$ cat src/sv/hvo_pkg.sv
// Shared constants and types of the voxel occupancy octree.
// Depends on nothing; imported by every module of the block.
package hvo_pkg;

    localparam int unsigned TREE_DEPTH_DEF = 6;
    localparam int unsigned COORD_W        = 6;
    localparam int unsigned LEVELS_W       = 3;
    localparam int unsigned TRIPLE_SHIFT   = 3;
    localparam int unsigned QUEUE_DEPTH    = 2;

    typedef enum logic [0:0] {
        OP_INSERT = 1'b0,
        OP_REMOVE = 1'b1
    } hvo_op_t;

    typedef enum logic [3:0] {
        ST_CLEAR = 4'b0001,
        ST_IDLE  = 4'b0010,
        ST_READ  = 4'b0100,
        ST_WRITE = 4'b1000
    } hvo_back_state_t;

    typedef struct packed {
        logic clearing;
    } hvo_status_t;

endpackage

$ cat src/sv/hvo_queue.sv
// Short request queue between the front end and the tree walker.
// Depends on hvo_pkg.
module hvo_queue
    import hvo_pkg::*;
#(
    parameter int unsigned ENTRY_W = 19
)
(
    input  logic               clk,
    input  logic               rst_n,
    input  logic               push,
    input  logic [ENTRY_W-1:0] push_data,
    input  logic               pop,
    output logic [ENTRY_W-1:0] head,
    output logic               empty,
    output logic               full
);

    localparam int unsigned PTR_W = (QUEUE_DEPTH > 1) ? $clog2(QUEUE_DEPTH) : 1;
    localparam int unsigned CNT_W = $clog2(QUEUE_DEPTH + 1);

    logic [ENTRY_W-1:0] slot_reg [QUEUE_DEPTH];
    logic [PTR_W-1:0]   wr_ptr_reg, wr_ptr_next;
    logic [PTR_W-1:0]   rd_ptr_reg, rd_ptr_next;
    logic [CNT_W-1:0]   count_reg, count_next;

    assign empty = (count_reg == '0);
    assign full  = (count_reg == CNT_W'(QUEUE_DEPTH));
    assign head  = slot_reg[rd_ptr_reg];

    always_comb
    begin
        wr_ptr_next = wr_ptr_reg;
        rd_ptr_next = rd_ptr_reg;
        count_next  = count_reg;
        if (push)
        begin
            wr_ptr_next = (wr_ptr_reg == PTR_W'(QUEUE_DEPTH - 1)) ? '0 : wr_ptr_reg + 1'b1;
        end
        if (pop)
        begin
            rd_ptr_next = (rd_ptr_reg == PTR_W'(QUEUE_DEPTH - 1)) ? '0 : rd_ptr_reg + 1'b1;
        end
        if (push && !pop)
        begin
            count_next = count_reg + 1'b1;
        end
        else if (pop && !push)
        begin
            count_next = count_reg - 1'b1;
        end
    end

    always_ff @(posedge clk or negedge rst_n)
    begin
        if (!rst_n)
        begin
            wr_ptr_reg <= '0;
            rd_ptr_reg <= '0;
            count_reg  <= '0;
        end
        else
        begin
            wr_ptr_reg <= wr_ptr_next;
            rd_ptr_reg <= rd_ptr_next;
            count_reg  <= count_next;
        end
    end

    always_ff @(posedge clk)
    begin
        if (push)
        begin
            slot_reg[wr_ptr_reg] <= push_data;
        end
    end

endmodule

$ cat config.mk
export PLATFORM = sky130hd
export DESIGN_NAME = hvo_queue
export DESIGN_NICKNAME = d
export VERILOG_FILES = /design/src/sv/hvo_pkg.sv /design/src/sv/hvo_queue.sv
export SDC_FILE = /design/constraint.sdc
export NUM_CORES = 1
export LEC_CHECK = 0
export ABC_AREA = 1
export BUFFER_PORTS_ARGS = -buffer_cell sky130_fd_sc_hd__buf_2
export CAP_MARGIN = 0
export CORE_UTILIZATION = 40
export CTS_CLUSTER_DIAMETER = 150
export DETAILED_ROUTE_END_ITERATION = 6
export MAX_ROUTING_LAYER = met4
export SYNTH_ARGS = -nofsm -noshare
export SYNTH_HDL_FRONTEND = slang
export SYNTH_SLANG_ARGS = --single-unit
$ cat constraint.sdc
create_clock -name clk -period 4.42 [get_ports clk]
set_input_delay 0.442 -clock clk [delete_from_list [all_inputs] [get_ports clk]]
set_output_delay 0.442 -clock clk [all_outputs]
set_load 0.02 [all_outputs]
==> results.json <==
{
  "track_usage_pct": 12.5,
  "fp.dieW_um": 66.3,
  "worstSetupPathType": "reg2out",
  "setup_slack_ps": 2080,
  "io_pins": 44,
  "min_period_over_period_pct": 53.0,
  "timing.slew.headroom_pct": 24.8,
  "vias": 833,
  "switching_share_pct": 30.8,
  "peakVddDrop_mv": 0.321,
  "combPwrFrac_pct": 32.0,
  "viasPerCell": 4.55,
  "finalSetupViolCount": 0,
  "grt_antenna_before_repair": 0,
  "critPathLaunchType": "register",
  "antenna_cells": 0,
  "synthFlopType": "edfxtp_1",
  "port_buffers": 43,
  "syn-cell-area_um2": 1660,
  "power.total_w": 0.00131,
  "yosysWarnings": 0,
  "cts_resized": 0,
  "cap_viol_max_count": 0,
  "synth_edf_count": 38,
  "ant_nets": 0,
  "fin_crit_ps": 2340,
  "rows": 23,
  "worstMarginPinSlew_ps": 1130,
  "cp.arrival_ps": 1900,
  "p_leak_nw": 0.864,
  "coreArea_um2": 4000,
  "timing.rr.end": "slot_reg[0][15]",
  "grt_pass1_wl_um": 3600,
  "synth_nets": 108,
  "cts_buffer_depth": 2,
  "clock-sinks": 42,
  "stdcell_count": 183,
  "pre_cts_slack_ps": 2330,
  "dr.pass1.iters": 4,
  "setup-tns-final_ps": 0,
  "outcome": "finished, final reports clean",
  "drive_above_1_share_pct": 51.9,
  "clock_skew_ps": 9.35,
  "syn_area_per_cell_um2": 19.7,
  "place.gp.congestion": 0.616,
  "htreeDepth": 2,
  "finalHoldViolations": 0,
  "floorplan.initialDensity_pct": 41.4,
  "grt-ovfl-total": 0,
  "cp.required_ps": 3980,
  "die_y_um": 66.3,
  "async_reset_ff_share_pct": 9.52,
  "synth_top_cell_area_share_pct": 68.9,
  "wl_per_cell_um": 13.4,
  "seq_power_share_pct": 46.7,
  "routed_wirelength_um": 2450,
  "cts-root-buf": "clkbuf_8",
  "crit_fanout": 20,
  "slew_viol_final": 0,
  "yosysMostFrequentCell": "edfxtp_1",
  "insertion_delay_ps": 290,
  "route.detailed.drc": 0,
  "grt_pass1_vias": 813,
  "numCtsBuffers": 5,
  "grt_max_degree": 21,
  "endpoint": "head[13]",
  "rsz0062_at_grt": "false",
  "dpl.hpwl_um": 1700,
  "hold_class": "in2reg",
  "worstSetupStartpoint": "rd_ptr_reg",
  "path_clk_slew_ps": 70,
  "synthCells": 84,
  "yosysSeqAreaShare_pct": 75.0,
  "clockPowerShare_pct": 21.3,
  "ff2ff_path_depth": 1,
  "power_density_nw_per_um2": 646,
  "ff2ff_setup_slack_ps": 2860,
  "p_int_w": 0.000906,
  "fin_nets": 157,
  "endpoint_kind": "output port",
  "power_switching_w": 0.000403,
  "synthTopCellsByArea": "edfxtp_1 (69%), mux2_4 (17%), dfrtp_1 (6.0%)",
  "die_area_um2": 4400,
  "synth-seq-cells": 42,
  "largest_reg_flops": 38,
  "placed_cells": 175,
  "cts_tree": "done",
  "ys_top_cells_by_count": "edfxtp_1 (38), mux2_4 (19), inv_1 (7)",
  "synthDistinctLibCells": 12,
  "timing.rr.start": "wr_ptr_reg",
  "synth_top_area_cell": "edfxtp_1",
  "synthToLayoutAreaGrowth_pct": 22.4,
  "drtIter0Drc": 12,
  "max_freq_mhz": 427
}
-- worst min-delay path by stage --
stage                       from              to  depth (start not counted)
floorplan                  rst_n    count_reg[0]                          0
global route        push_data[3]  slot_reg[1][3]                          1
CTS                 push_data[3]  slot_reg[1][3]                          1
finish              push_data[3]  slot_reg[1][3]                          1
global placement           rst_n    count_reg[1]                          1
detailed placement         rst_n    count_reg[1]                          1
-- metrics by stage --
stage	hold slack, ps	util, %	instance area [µm²]
after floorplan	146	-	1660
after global placement	250	47.8	1910
after detailed placement	255	47.8	1910
after CTS	328	50.6	2030
after global routing	318	50.6	2030
final	341	50.6	2030
-- critical path, stage by stage (launching register included) --
cell,delay (ps)
dfrtp_1,1090
mux2_4,350
buf_2,160
-- cells in the final DEF (no fill, tap or decap), types with 2 or more instances in the layout --
| cell type | n |
|---|---|
| clkbuf_8 | 5 |
| dfrtp_1 | 4 |
| inv_1 | 7 |
| nor2_1 | 2 |
| mux2_4 | 19 |
| nand2_1 | 5 |
| edfxtp_1 | 38 |
| xor2_1 | 2 |
| buf_2 | 43 |
-- routing by layer --
metal,wire length (µm),share of wire [%],vias to the layer above,global-route usage (%)
met3,169,6.9,4,5.52
met4,26,1.1,0,6.38
li1,-,-,404,-
met2,1370,56,25,23.0
met5,0,0,-,-
met1,882,36,400,10.3
-- power by group through the flow --
stage,Combinational [W],Sequential [W],Clock [W]
6_report,0.000419,0.000612,0.000279
5_1_grt,0.000449,0.000626,0.000299
4_1_cts,0.000428,0.000616,0.000285
3_5_place_dp,0.000427,0.000624,0
3_3_place_gp,0.000418,0.000617,0
2_1_floorplan,0.000367,0.000567,0
-- cell type report --
type / count / area (µm²)
clock buffer: 5 / 68.8
clock inverter: 2 / 33.8
fill: 342 / 1970
inverter: 7 / 26.3
multi-input combinational: 33 / 368
sequential: 42 / 1240
tap: 50 / 62.6
timing repair buffer: 44 / 225
-- repair_timing --
| action | in CTS | in global routing |
|---|---|---|
| buffers inserted | 0 | 0 |
| hold buffers | 1 | 0 |
| endpoints found under the hold margin | 4 | 0 |
-- kinds of logic after synthesis --
kind of cell	synth area share [%]
buffers and inverters	2.95
XOR/XNOR	1.59
adder cells (fa/ha/maj)	0.756
flip-flops	75.0
multiplexers	17.2
AND/OR/NAND/NOR	2.49
Power figures use the tool's default switching activity.
